===== src/rtl/core/ppmfd_pkg.sv =====
// Package for the PPM frame decoder: constants, state and operation codes.
// Used by ppmfd_divider and ppm_frame_decoder_top.
package ppmfd_pkg;
    localparam int MAX_CHANNELS_DEF = 8;
    localparam logic [15:0] SHORT_LIMIT_RST = 16'd800;
    localparam logic [15:0] FRAME_GAP_RST = 16'd6000;
    localparam logic [15:0] CAL_RESET_MIN = 16'd9999;
    localparam logic [15:0] CAL_RESET_MAX = 16'd0;
    localparam logic [15:0] MIN_BOUND_RST = 16'd1000;
    localparam logic [15:0] MAX_BOUND_RST = 16'd2000;
    localparam logic [31:0] LOST_VALUE = 32'hFFFF_FFFF;
    localparam int QUO_W = 34;

    typedef enum logic [1:0] {
        OP_EDGE = 2'd0,
        OP_CALIBRATE = 2'd1,
        OP_CAL_RESET = 2'd2,
        OP_LOAD = 2'd3
    } t_op;

    typedef enum logic [2:0] {
        REG_SHORT_LIMIT = 3'd0,
        REG_FRAME_GAP = 3'd1,
        REG_CHANNEL_COUNT = 3'd2,
        REG_THROTTLE = 3'd3,
        REG_OUTPUT_LOW = 3'd4,
        REG_OUTPUT_HIGH = 3'd5,
        REG_DEF_MIN = 3'd6,
        REG_DEF_MAX = 3'd7
    } t_reg;

    typedef enum logic [2:0] {
        ST_IDLE,
        ST_BOUNDS,
        ST_EMIT_RD,
        ST_EMIT_MUL,
        ST_EMIT_DIV,
        ST_EMIT_OUT
    } t_state;
endpackage


===== src/rtl/core/ppmfd_divider.sv =====
// Restoring unsigned divider, one quotient bit per cycle, sign applied at the end.
// Depends on ppmfd_pkg.
module ppmfd_divider import ppmfd_pkg::*; (
    input  logic                    i_clk,
    input  logic                    i_rst_n,
    input  logic                    i_start,
    input  logic signed [QUO_W-1:0] i_dividend,
    input  logic [15:0]             i_divisor,
    output logic                    o_done,
    output logic signed [QUO_W-1:0] o_quotient
);
    logic [QUO_W-1:0] r_num;
    logic [QUO_W-1:0] r_quo;
    logic [16:0]      r_rem;
    logic [15:0]      r_den;
    logic             r_neg;
    logic [5:0]       r_cnt;
    logic             r_busy;
    logic             r_done;
    logic [16:0]      rem_shift;
    logic [16:0]      rem_sub;

    assign rem_shift = {r_rem[15:0], r_num[QUO_W-1]};
    assign rem_sub = rem_shift - {1'b0, r_den};

    always_ff @(posedge i_clk) begin
        if (!i_rst_n) begin
            r_busy <= 1'b0;
            r_done <= 1'b0;
            r_cnt <= '0;
        end else begin
            r_done <= 1'b0;
            if (i_start) begin
                r_busy <= 1'b1;
                r_cnt <= 6'(QUO_W);
                r_neg <= i_dividend[QUO_W-1];
                r_num <= i_dividend[QUO_W-1] ? QUO_W'(-i_dividend) : i_dividend;
                r_den <= i_divisor;
                r_rem <= '0;
            end else if (r_busy) begin
                r_num <= {r_num[QUO_W-2:0], 1'b0};
                if (!rem_sub[16]) begin
                    r_rem <= rem_sub;
                    r_quo <= {r_quo[QUO_W-2:0], 1'b1};
                end else begin
                    r_rem <= rem_shift;
                    r_quo <= {r_quo[QUO_W-2:0], 1'b0};
                end
                r_cnt <= r_cnt - 6'd1;
                if (r_cnt == 6'd1) begin
                    r_busy <= 1'b0;
                    r_done <= 1'b1;
                end
            end
        end
    end

    assign o_done = r_done;
    assign o_quotient = r_neg ? QUO_W'(-r_quo) : r_quo;
endmodule


===== src/rtl/core/ppm_frame_decoder_top.sv =====
// PPM frame decoder top: edge timing, channel store, calibration and mapping.
// An edge that does not end a frame is taken with the decoder staying idle. A frame-completing
// edge walks the channels in turn through read, multiply, the serial divider and output,
// holding while the output stalls; input waits until the last channel. Bound ops read and
// write back each channel in turn: count channels for calibrate and reset, MAX_CHANNELS for
// load. Reset (synchronous, active low) restores registers and sets the bound memory to the
// reset bounds in a pass over all MAX_CHANNELS entries before the first item is accepted.
module ppm_frame_decoder_top import ppmfd_pkg::*; #(
    parameter int MAX_CHANNELS = MAX_CHANNELS_DEF
) (
    input  logic        i_clk,
    input  logic        i_rst_n,
    input  logic        s_axis_tvalid,
    output logic        s_axis_tready,
    input  logic [39:0] s_axis_tdata,   // [1:0] operation, [33:2] timestamp_us
    output logic        m_axis_tvalid,
    input  logic        m_axis_tready,
    output logic [55:0] m_axis_tdata,   // [2:0] channel_number, [18:3] pulse_width_us,
                                        // [50:19] mapped_value
    output logic        m_axis_tuser,   // signal_lost
    output logic        m_axis_tlast,   // last_channel
    input  logic        i_cfg_valid,
    output logic        o_cfg_ready,
    input  logic [2:0]  i_cfg_index,
    input  logic [15:0] i_cfg_data
);
    localparam int IW = (MAX_CHANNELS > 1) ? $clog2(MAX_CHANNELS) : 1;
    localparam int CW = $clog2(MAX_CHANNELS + 1);

    // configuration
    logic [15:0] r_short, r_gap, r_def_min, r_def_max;
    logic signed [15:0] r_out_lo, r_out_hi;
    logic [3:0]  r_count, r_thr;

    assign o_cfg_ready = 1'b1;
    always_ff @(posedge i_clk) begin
        if (!i_rst_n) begin
            r_short <= SHORT_LIMIT_RST; r_gap <= FRAME_GAP_RST;
            r_count <= 4'd8; r_thr <= 4'd0;
            r_out_lo <= 16'sd0; r_out_hi <= 16'sd1000;
            r_def_min <= MIN_BOUND_RST; r_def_max <= MAX_BOUND_RST;
        end else if (i_cfg_valid) begin
            unique case (t_reg'(i_cfg_index))
                REG_SHORT_LIMIT:   r_short <= i_cfg_data;
                REG_FRAME_GAP:     r_gap <= i_cfg_data;
                REG_CHANNEL_COUNT: r_count <= i_cfg_data[3:0];
                REG_THROTTLE:      r_thr <= i_cfg_data[3:0];
                REG_OUTPUT_LOW:    r_out_lo <= i_cfg_data;
                REG_OUTPUT_HIGH:   r_out_hi <= i_cfg_data;
                REG_DEF_MIN:       r_def_min <= i_cfg_data;
                REG_DEF_MAX:       r_def_max <= i_cfg_data;
                default: ;
            endcase
        end
    end

    logic [CW-1:0] eff_n;
    always_comb begin
        if (r_count == 4'd0) eff_n = CW'(1);
        else if (32'(r_count) > MAX_CHANNELS) eff_n = CW'(MAX_CHANNELS);
        else eff_n = CW'(r_count);
    end

    // memories: frame widths, latched widths, bounds {max,min}
    logic [15:0] frame_mem [MAX_CHANNELS];
    logic [15:0] latch_mem [MAX_CHANNELS];
    logic [31:0] bound_mem [MAX_CHANNELS];

    // frame widths live in flops copied into latched on frame end (a row copy)
    logic [31:0] r_last;
    logic [CW-1:0] r_ptr;

    t_state r_state, n_state;
    logic [CW-1:0] r_idx;
    logic [1:0]  r_op;
    logic        r_clear;
    logic [15:0] r_rd_w;
    logic [31:0] r_rd_b;
    logic [IW-1:0] rd_addr;
    logic        bnd_we;
    logic [31:0] bnd_wd;
    logic        r_degen, r_lost;
    logic        div_start, div_done;
    logic signed [33:0] div_q;
    logic        r_ovalid;
    logic [55:0] r_odata;
    logic        r_olast, r_olost;

    assign rd_addr = r_idx[IW-1:0];

    always_ff @(posedge i_clk) begin
        r_rd_w <= latch_mem[rd_addr];
        r_rd_b <= bound_mem[rd_addr];
        if (bnd_we) bound_mem[rd_addr] <= bnd_wd;
    end

    logic [1:0]  in_op;
    logic [31:0] in_ts, elapsed;
    logic        in_acc, frame_done;
    assign in_op = s_axis_tdata[1:0];
    assign in_ts = s_axis_tdata[33:2];
    assign elapsed = in_ts - r_last;
    assign s_axis_tready = (r_state == ST_IDLE) && !r_clear;
    assign in_acc = s_axis_tvalid && s_axis_tready;

    logic [CW-1:0] wptr;
    assign wptr = (r_ptr >= eff_n) ? '0 : r_ptr;
    assign frame_done = in_acc && (t_op'(in_op) == OP_EDGE)
                      && !(elapsed < 32'(r_short)) && !(elapsed > 32'(r_gap))
                      && (wptr + CW'(1) >= eff_n);

    always_ff @(posedge i_clk) begin
        if (!i_rst_n) begin
            r_last <= '0;
            r_ptr <= '0;
        end else if (in_acc && t_op'(in_op) == OP_EDGE && !(elapsed < 32'(r_short))) begin
            r_last <= in_ts;
            if (elapsed > 32'(r_gap)) r_ptr <= '0;
            else if (wptr + CW'(1) >= eff_n) r_ptr <= '0;
            else r_ptr <= wptr + CW'(1);
        end
    end

    always_ff @(posedge i_clk) begin
        if (!i_rst_n) begin
            for (int k = 0; k < MAX_CHANNELS; k++) begin
                frame_mem[k] <= '0;
                latch_mem[k] <= '0;
            end
        end else if (in_acc && t_op'(in_op) == OP_EDGE && !(elapsed < 32'(r_short))
                     && !(elapsed > 32'(r_gap))) begin
            frame_mem[wptr[IW-1:0]] <= (elapsed > 32'd65535) ? 16'hFFFF : elapsed[15:0];
            if (frame_done) begin
                for (int k = 0; k < MAX_CHANNELS; k++)
                    latch_mem[k] <= (k == int'(wptr))
                        ? ((elapsed > 32'd65535) ? 16'hFFFF : elapsed[15:0])
                        : frame_mem[k];
            end
        end
    end

    // bound sweep limit: calibrate/reset over count, load and clear over all
    logic [CW-1:0] sweep_n;
    assign sweep_n = (r_clear || t_op'(r_op) == OP_LOAD) ? CW'(MAX_CHANNELS) : eff_n;

    always_comb begin
        n_state = r_state;
        unique case (r_state)
            ST_IDLE: begin
                if (r_clear) n_state = ST_IDLE;
                else if (in_acc && t_op'(in_op) != OP_EDGE) n_state = ST_BOUNDS;
                else if (frame_done) n_state = ST_EMIT_RD;
            end
            ST_BOUNDS:   if (r_idx + CW'(1) >= sweep_n) n_state = ST_IDLE;
            ST_EMIT_RD:  n_state = ST_EMIT_MUL;
            ST_EMIT_MUL: n_state = ST_EMIT_DIV;
            ST_EMIT_DIV: if (div_done) n_state = ST_EMIT_OUT;
            ST_EMIT_OUT: if (!r_ovalid) n_state = (r_idx + CW'(1) >= eff_n) ? ST_IDLE : ST_EMIT_RD;
            default: n_state = ST_IDLE;
        endcase
    end

    // ST_BOUNDS runs two phases per entry via r_phase: read, then write back
    logic r_phase;
    logic [15:0] cur_min, cur_max;
    assign cur_min = r_rd_b[15:0];
    assign cur_max = r_rd_b[31:16];

    always_comb begin
        bnd_we = 1'b0;
        bnd_wd = r_rd_b;
        if (r_clear) begin
            bnd_we = 1'b1;
            bnd_wd = {MAX_BOUND_RST, MIN_BOUND_RST};
        end else if (r_state == ST_BOUNDS && r_phase) begin
            bnd_we = 1'b1;
            case (t_op'(r_op))
                OP_CALIBRATE: bnd_wd = {(r_rd_w > cur_max) ? r_rd_w : cur_max,
                                        (r_rd_w < cur_min) ? r_rd_w : cur_min};
                OP_CAL_RESET: bnd_wd = {CAL_RESET_MAX, CAL_RESET_MIN};
                default:      bnd_wd = {r_def_max, r_def_min};
            endcase
        end
    end

    assign div_start = (r_state == ST_EMIT_MUL);

    always_ff @(posedge i_clk) begin
        if (!i_rst_n) begin
            r_state <= ST_IDLE;
            r_clear <= 1'b1;
            r_idx <= '0;
            r_phase <= 1'b0;
            r_ovalid <= 1'b0;
        end else begin
            if (r_clear) begin
                if (r_idx + CW'(1) >= CW'(MAX_CHANNELS)) begin
                    r_clear <= 1'b0;
                    r_idx <= '0;
                end else begin
                    r_idx <= r_idx + CW'(1);
                end
            end
            if (m_axis_tvalid && m_axis_tready) r_ovalid <= 1'b0;
            unique case (r_state)
                ST_IDLE: begin
                    r_phase <= 1'b0;
                    if (!r_clear) r_idx <= '0;
                    if (in_acc) r_op <= in_op;
                end
                ST_BOUNDS: begin
                    // phase 0 reads, phase 1 writes back
                    r_phase <= !r_phase;
                    if (r_phase) r_idx <= (n_state == ST_IDLE) ? '0 : r_idx + CW'(1);
                end
                ST_EMIT_MUL: begin
                    r_degen <= !(cur_max > cur_min);
                    r_lost <= (r_thr != 4'd0) && (32'(r_thr) == 32'(r_idx) + 1)
                              && (r_rd_w < cur_min);
                end
                ST_EMIT_OUT: begin
                    if (!r_ovalid) begin
                        r_ovalid <= 1'b1;
                        r_olast <= (r_idx + CW'(1) >= eff_n);
                        r_olost <= r_lost;
                        r_odata <= {5'd0,
                            r_lost ? LOST_VALUE :
                            (r_degen ? 32'($signed(r_out_lo))
                                     : 32'(div_q) + 32'($signed(r_out_lo))),
                            r_rd_w, 3'(r_idx)};
                        r_idx <= r_idx + CW'(1);
                    end
                end
                default: ;
            endcase
            if (!(r_state == ST_BOUNDS && !r_phase)) r_state <= n_state;
        end
    end

    // divider operands formed from the registered read
    logic signed [33:0] prod_in;
    logic [15:0]        span_in;
    assign prod_in = 34'(($signed({1'b0, r_rd_w}) - $signed({1'b0, cur_min}))
                     * ($signed({r_out_hi[15], r_out_hi})
                        - $signed({r_out_lo[15], r_out_lo})));
    assign span_in = (cur_max > cur_min) ? (cur_max - cur_min) : 16'd1;

    ppmfd_divider u_div (
        .i_clk      (i_clk),
        .i_rst_n    (i_rst_n),
        .i_start    (div_start),
        .i_dividend (prod_in),
        .i_divisor  (span_in),
        .o_done     (div_done),
        .o_quotient (div_q)
    );

    assign m_axis_tvalid = r_ovalid;
    assign m_axis_tdata = r_odata;
    assign m_axis_tuser = r_olost;
    assign m_axis_tlast = r_olast;
endmodule


===== config.mk =====
export PLATFORM = sky130hd
export DESIGN_NAME = ppm_frame_decoder_top
export DESIGN_NICKNAME = d
export VERILOG_FILES = /design/src/rtl/core/ppmfd_pkg.sv /design/src/rtl/core/ppmfd_divider.sv /design/src/rtl/core/ppm_frame_decoder_top.sv
export SDC_FILE = /design/constraint.sdc
export NUM_CORES = 2
export LEC_CHECK = 0
export BUFFER_PORTS_ARGS = -buffer_cell sky130_fd_sc_hd__buf_2
export CORE_MARGIN = 2
export CORE_UTILIZATION = 58
export CTS_CLUSTER_DIAMETER = 200
export CTS_CLUSTER_SIZE = 8
export DETAILED_ROUTE_END_ITERATION = 10
export GPL_ROUTABILITY_DRIVEN = 1
export PLACE_DENSITY = 0.78
export RECOVER_POWER = 100
export SKIP_CTS_REPAIR_TIMING = 1
export SLEW_MARGIN = 5
export SYNTH_ARGS = -nofsm -noshare
export SYNTH_HDL_FRONTEND = slang
export SYNTH_SLANG_ARGS = --single-unit

===== constraint.sdc =====
create_clock -name i_clk -period 9 [get_ports i_clk]
set_input_delay 1.8 -clock i_clk [delete_from_list [all_inputs] [get_ports i_clk]]
set_output_delay 1.8 -clock i_clk [all_outputs]
set_load 0.02 [all_outputs]

==> flow_metrics.tcl <==
set metrics [dict create \
    regToRegSetupSlack_ns -0.19 \
    ys_warn_count 0 \
    hold-path-endpoint "u_div.r_quo[2]" \
    path_max_fanout 5 \
    slew_viol_final 157 \
    drcViolationCount 0 \
    rows 112 \
    synth_compound_area_share_pct 13.7 \
    io_pins 125 \
    r2r_end "u_div.r_num[31]" \
    fp.coreArea_mm2 0.0932 \
    grt_pass1_wl_um 231000 \
    routed_via_density 6.00 \
    hold_viol 0 \
    die_w_um 310 \
    yosysUniqueCellTypes 91 \
    syn_area_per_cell_um2 10.3 \
    drtIter0Drc 4465 \
    fp.dieH_um 310 \
    fin_nets 6279 \
    endpoint_kind "register" \
    synth_top_family_by_area "adder cells" \
    reg2reg_from "r_rd_w[0]" \
    cts_made_buffers 119 \
    io_buffer_count 112 \
    ys.flop_type "edfxtp_1" \
    grt-ovfl-total 0 \
    grt_pass1_vias 41200 \
    vias 41900 \
    critPathSlowestCell "fa_2" \
    fin_ws_ns -0.188 \
    fin_crit_ns 9.19 \
    synth_xor_area_share_pct 3.27 \
    track_usage_pct 31.3 \
    netlist_instances 5288 \
    cp.arrival_ns 9.59 \
    slew_headroom_pct -185 \
    synth_edf_count 668 \
    clock_latency_ns 0.75 \
    firstDrtPassIters 6 \
    dp.cells 6735 \
    ant_nets 0 \
    dieArea_mm2 0.0963 \
    violations "capacitance limit, slew limit, setup timing" \
    final_cells 6984 \
    hp-start "u_div.r_quo[1]" \
    max_freq_ghz 0.109 \
    areaGrowthSynthToFinish_pct 15.2 \
    crit_top_cell "fa_1" \
    final_cell_area_mm2 0.0627 \
    finalCritPeriodShare_pct 102 \
    clk_pin_slew_worst_paths_ns 0.06 \
    path_class "register to register" \
    worstSetupStartpointType "register" \
    place_area_mm2 0.0584 \
    antenna_found_initial 6 \
    cts_buffer_depth 3 \
    initial_core_util_pct 58.4 \
    finalWeightedCongestion 0.961 \
    wl_per_cell_um 21.8 \
    min_path_cells 0 \
    drive_gt1_share_pct 14.3 \
    wl_um 152000 \
    yosys.area_share.simple_pct 14.6 \
    fin_skew_ns 0.0851 \
    synth_area_mm2 0.0544 \
    grt_max_degree 107 \
    cts.htree.levels 3 \
    setup_viol 33 \
    ys_seq_area_share_pct 44.4 \
    tightest_slew_ns 4.27 \
    cts_num_sinks 874 \
    dp_hpwl_um 104000 \
    root_buffer "clkbuf_16" \
    ys_ff_latch 874 \
    rr_worst_depth 37 \
    cap_violations 2 \
    synthArstFlopShare_pct 0 \
    synthAdderAreaFrac_pct 17.7 \
    cp_slowest_stage_delay_ns 0.57 \
    hp-class "register to register" \
    outcome "finished with violations" \
    synthMuxAreaShare_pct 0.763 \
    rsz0062_at_grt "yes" \
    required_ns 9.40 \
    cts_tree "yes" \
]
through the flow:
step	utilization (%)	setup TNS (ns)	worst slack, ns	hold WS (ns)
floorplan	-	0	0.00157	0.406
global placement	62.7	-16.29	-0.553	0.427
detailed placement	62.7	-24.33	-0.796	0.432
CTS	66.5	-25.80	-0.835	0.419
global route	67.3	-16.71	-0.628	0.427
finish	67.3	-4.35	-0.188	0.414
synth_stat cells, types with 129 or more instances:
| master | number | area [um^2] |
|---|---|---|
| a211oi_1 | 129 | 968 |
| a21oi_1 | 181 | 906 |
| a22oi_1 | 195 | 1460 |
| clkbuf_1 | 214 | 803 |
| dfxtp_1 | 206 | 4120 |
| edfxtp_1 | 668 | 20100 |
| fa_1 | 303 | 6070 |
| ha_1 | 285 | 3570 |
| inv_1 | 517 | 1940 |
| nand2_1 | 563 | 2110 |
| nor2_1 | 512 | 1920 |
| o21ai_0 | 235 | 1180 |
| xnor2_1 | 138 | 1210 |
metal layers:
| metal | vias up | share of wire [%] | track usage [%] |
|---|---|---|---|
| li1 | 19200 | - | - |
| met2 | 2116 | 46 | 50.8 |
| met5 | - | 0 | 0 |
| met3 | 464 | 9.3 | 5.18 |
| met4 | 0 | 5.6 | 15.9 |
| met1 | 20100 | 39 | 40.7 |
layout make-up:
type / count / area [um^2]
multi-input combinational: 3641 / 28100
fill: 6904 / 30500
clock inverter: 8 / 205
timing repair buffer: 473 / 3420
tap: 1254 / 1570
sequential: 874 / 24200
clock buffer: 209 / 3320
antenna: 7 / 17.5
inverter: 518 / 1950
worst max path at each step:
stage           startpoint         endpoint  slack [ns]
3_3_place_gp   r_out_lo[1]  u_div.r_num[12]       -0.55
3_5_place_dp   r_out_lo[1]  u_div.r_num[33]       -0.80
6_report         r_rd_w[0]  u_div.r_num[31]       -0.19
5_1_grt          r_rd_w[0]  u_div.r_num[31]       -0.63
4_1_cts        r_out_lo[1]  u_div.r_num[23]       -0.83
2_1_floorplan    r_rd_w[0]  u_div.r_num[30]       0.002
state kept, by name, indices dropped and copies added (netlist names), 6 cells and up:
signal / count
bound_mem: 256
frame_mem: 128
latch_mem: 128
m_axis_tdata: 51
r_def_max: 16
r_def_min: 16
r_gap: 16
r_last: 32
r_out_hi: 16
r_out_lo: 16
r_rd_b: 32
r_rd_w: 16
r_short: 16
u_div.r_cnt: 6
u_div.r_den: 16
u_div.r_num: 34
u_div.r_quo: 32
u_div.r_rem: 16
cell usage in the layout, fill, tap and decap left out, types with 16 or more instances in the layout:
| cell type | netlist | routed |
|---|---|---|
| o21ai_0 | 235 | 214 |
| a211o_1 | 19 | 19 |
| nor3_1 | 73 | 65 |
| clkbuf_1 | 214 | 107 |
| nor2b_1 | 79 | 62 |
| a21oi_1 | 181 | 157 |
| ha_1 | 285 | 275 |
| buf_4 | 6 | 324 |
| nand4_1 | 78 | 78 |
| a21boi_0 | 84 | 81 |
| xnor2_1 | 138 | 133 |
| xor2_1 | 65 | 63 |
| o31ai_1 | 18 | 16 |
| or2_2 | 23 | 21 |
| inv_1 | 517 | 503 |
| buf_2 | 13 | 109 |
| and3_1 | 33 | 28 |
| a211oi_1 | 129 | 127 |
| nand2_1 | 563 | 556 |
| o211ai_1 | 29 | 29 |
| o21a_1 | 17 | 16 |
| and2_1 | 62 | 59 |
| a31oi_1 | 27 | 25 |
| nand3_1 | 93 | 92 |
| nor2_1 | 512 | 497 |
| mux2i_1 | 28 | 28 |
| dfxtp_1 | 206 | 203 |
| a22oi_1 | 195 | 194 |
| clkbuf_16 | 0 | 120 |
| a21oi_2 | 1 | 23 |
| edfxtp_1 | 668 | 668 |
| fa_1 | 303 | 297 |
| o21ai_1 | 4 | 19 |
| nand2b_1 | 51 | 50 |
| a21o_1 | 65 | 65 |
| nor2_2 | 15 | 26 |
| or3_1 | 23 | 22 |
logic make-up (layout without fill, tap and decap cells):
| family | after synthesis | count (layout) |
|---|---|---|
| and+or+nand+nor | 1689 | 1689 |
| AOI/OAI and AO/OA | 1115 | 1115 |
| DFF | 874 | 874 |
| buffers and inverters | 777 | 1208 |
| adders and majority gates | 588 | 588 |
| xor gates and xnor gates | 203 | 203 |
| muxes | 40 | 40 |
| other | 2 | 13 |
critical path, delay by kind of cell (launching register included):
family                   cells  cell delay, ns
AND/OR/NAND/NOR              6            1.35
buffers and inverters        7            0.75
XOR/XNOR                     2            0.36
flip-flops                   1            0.34
adder cells (fa/ha/maj)      9            3.79
AO/OA/AOI/OAI               13            2.22
Power is left out: the tool's default activity adds up to more than one toggle a clock period on the data nets, which glitch-free logic cannot reach.
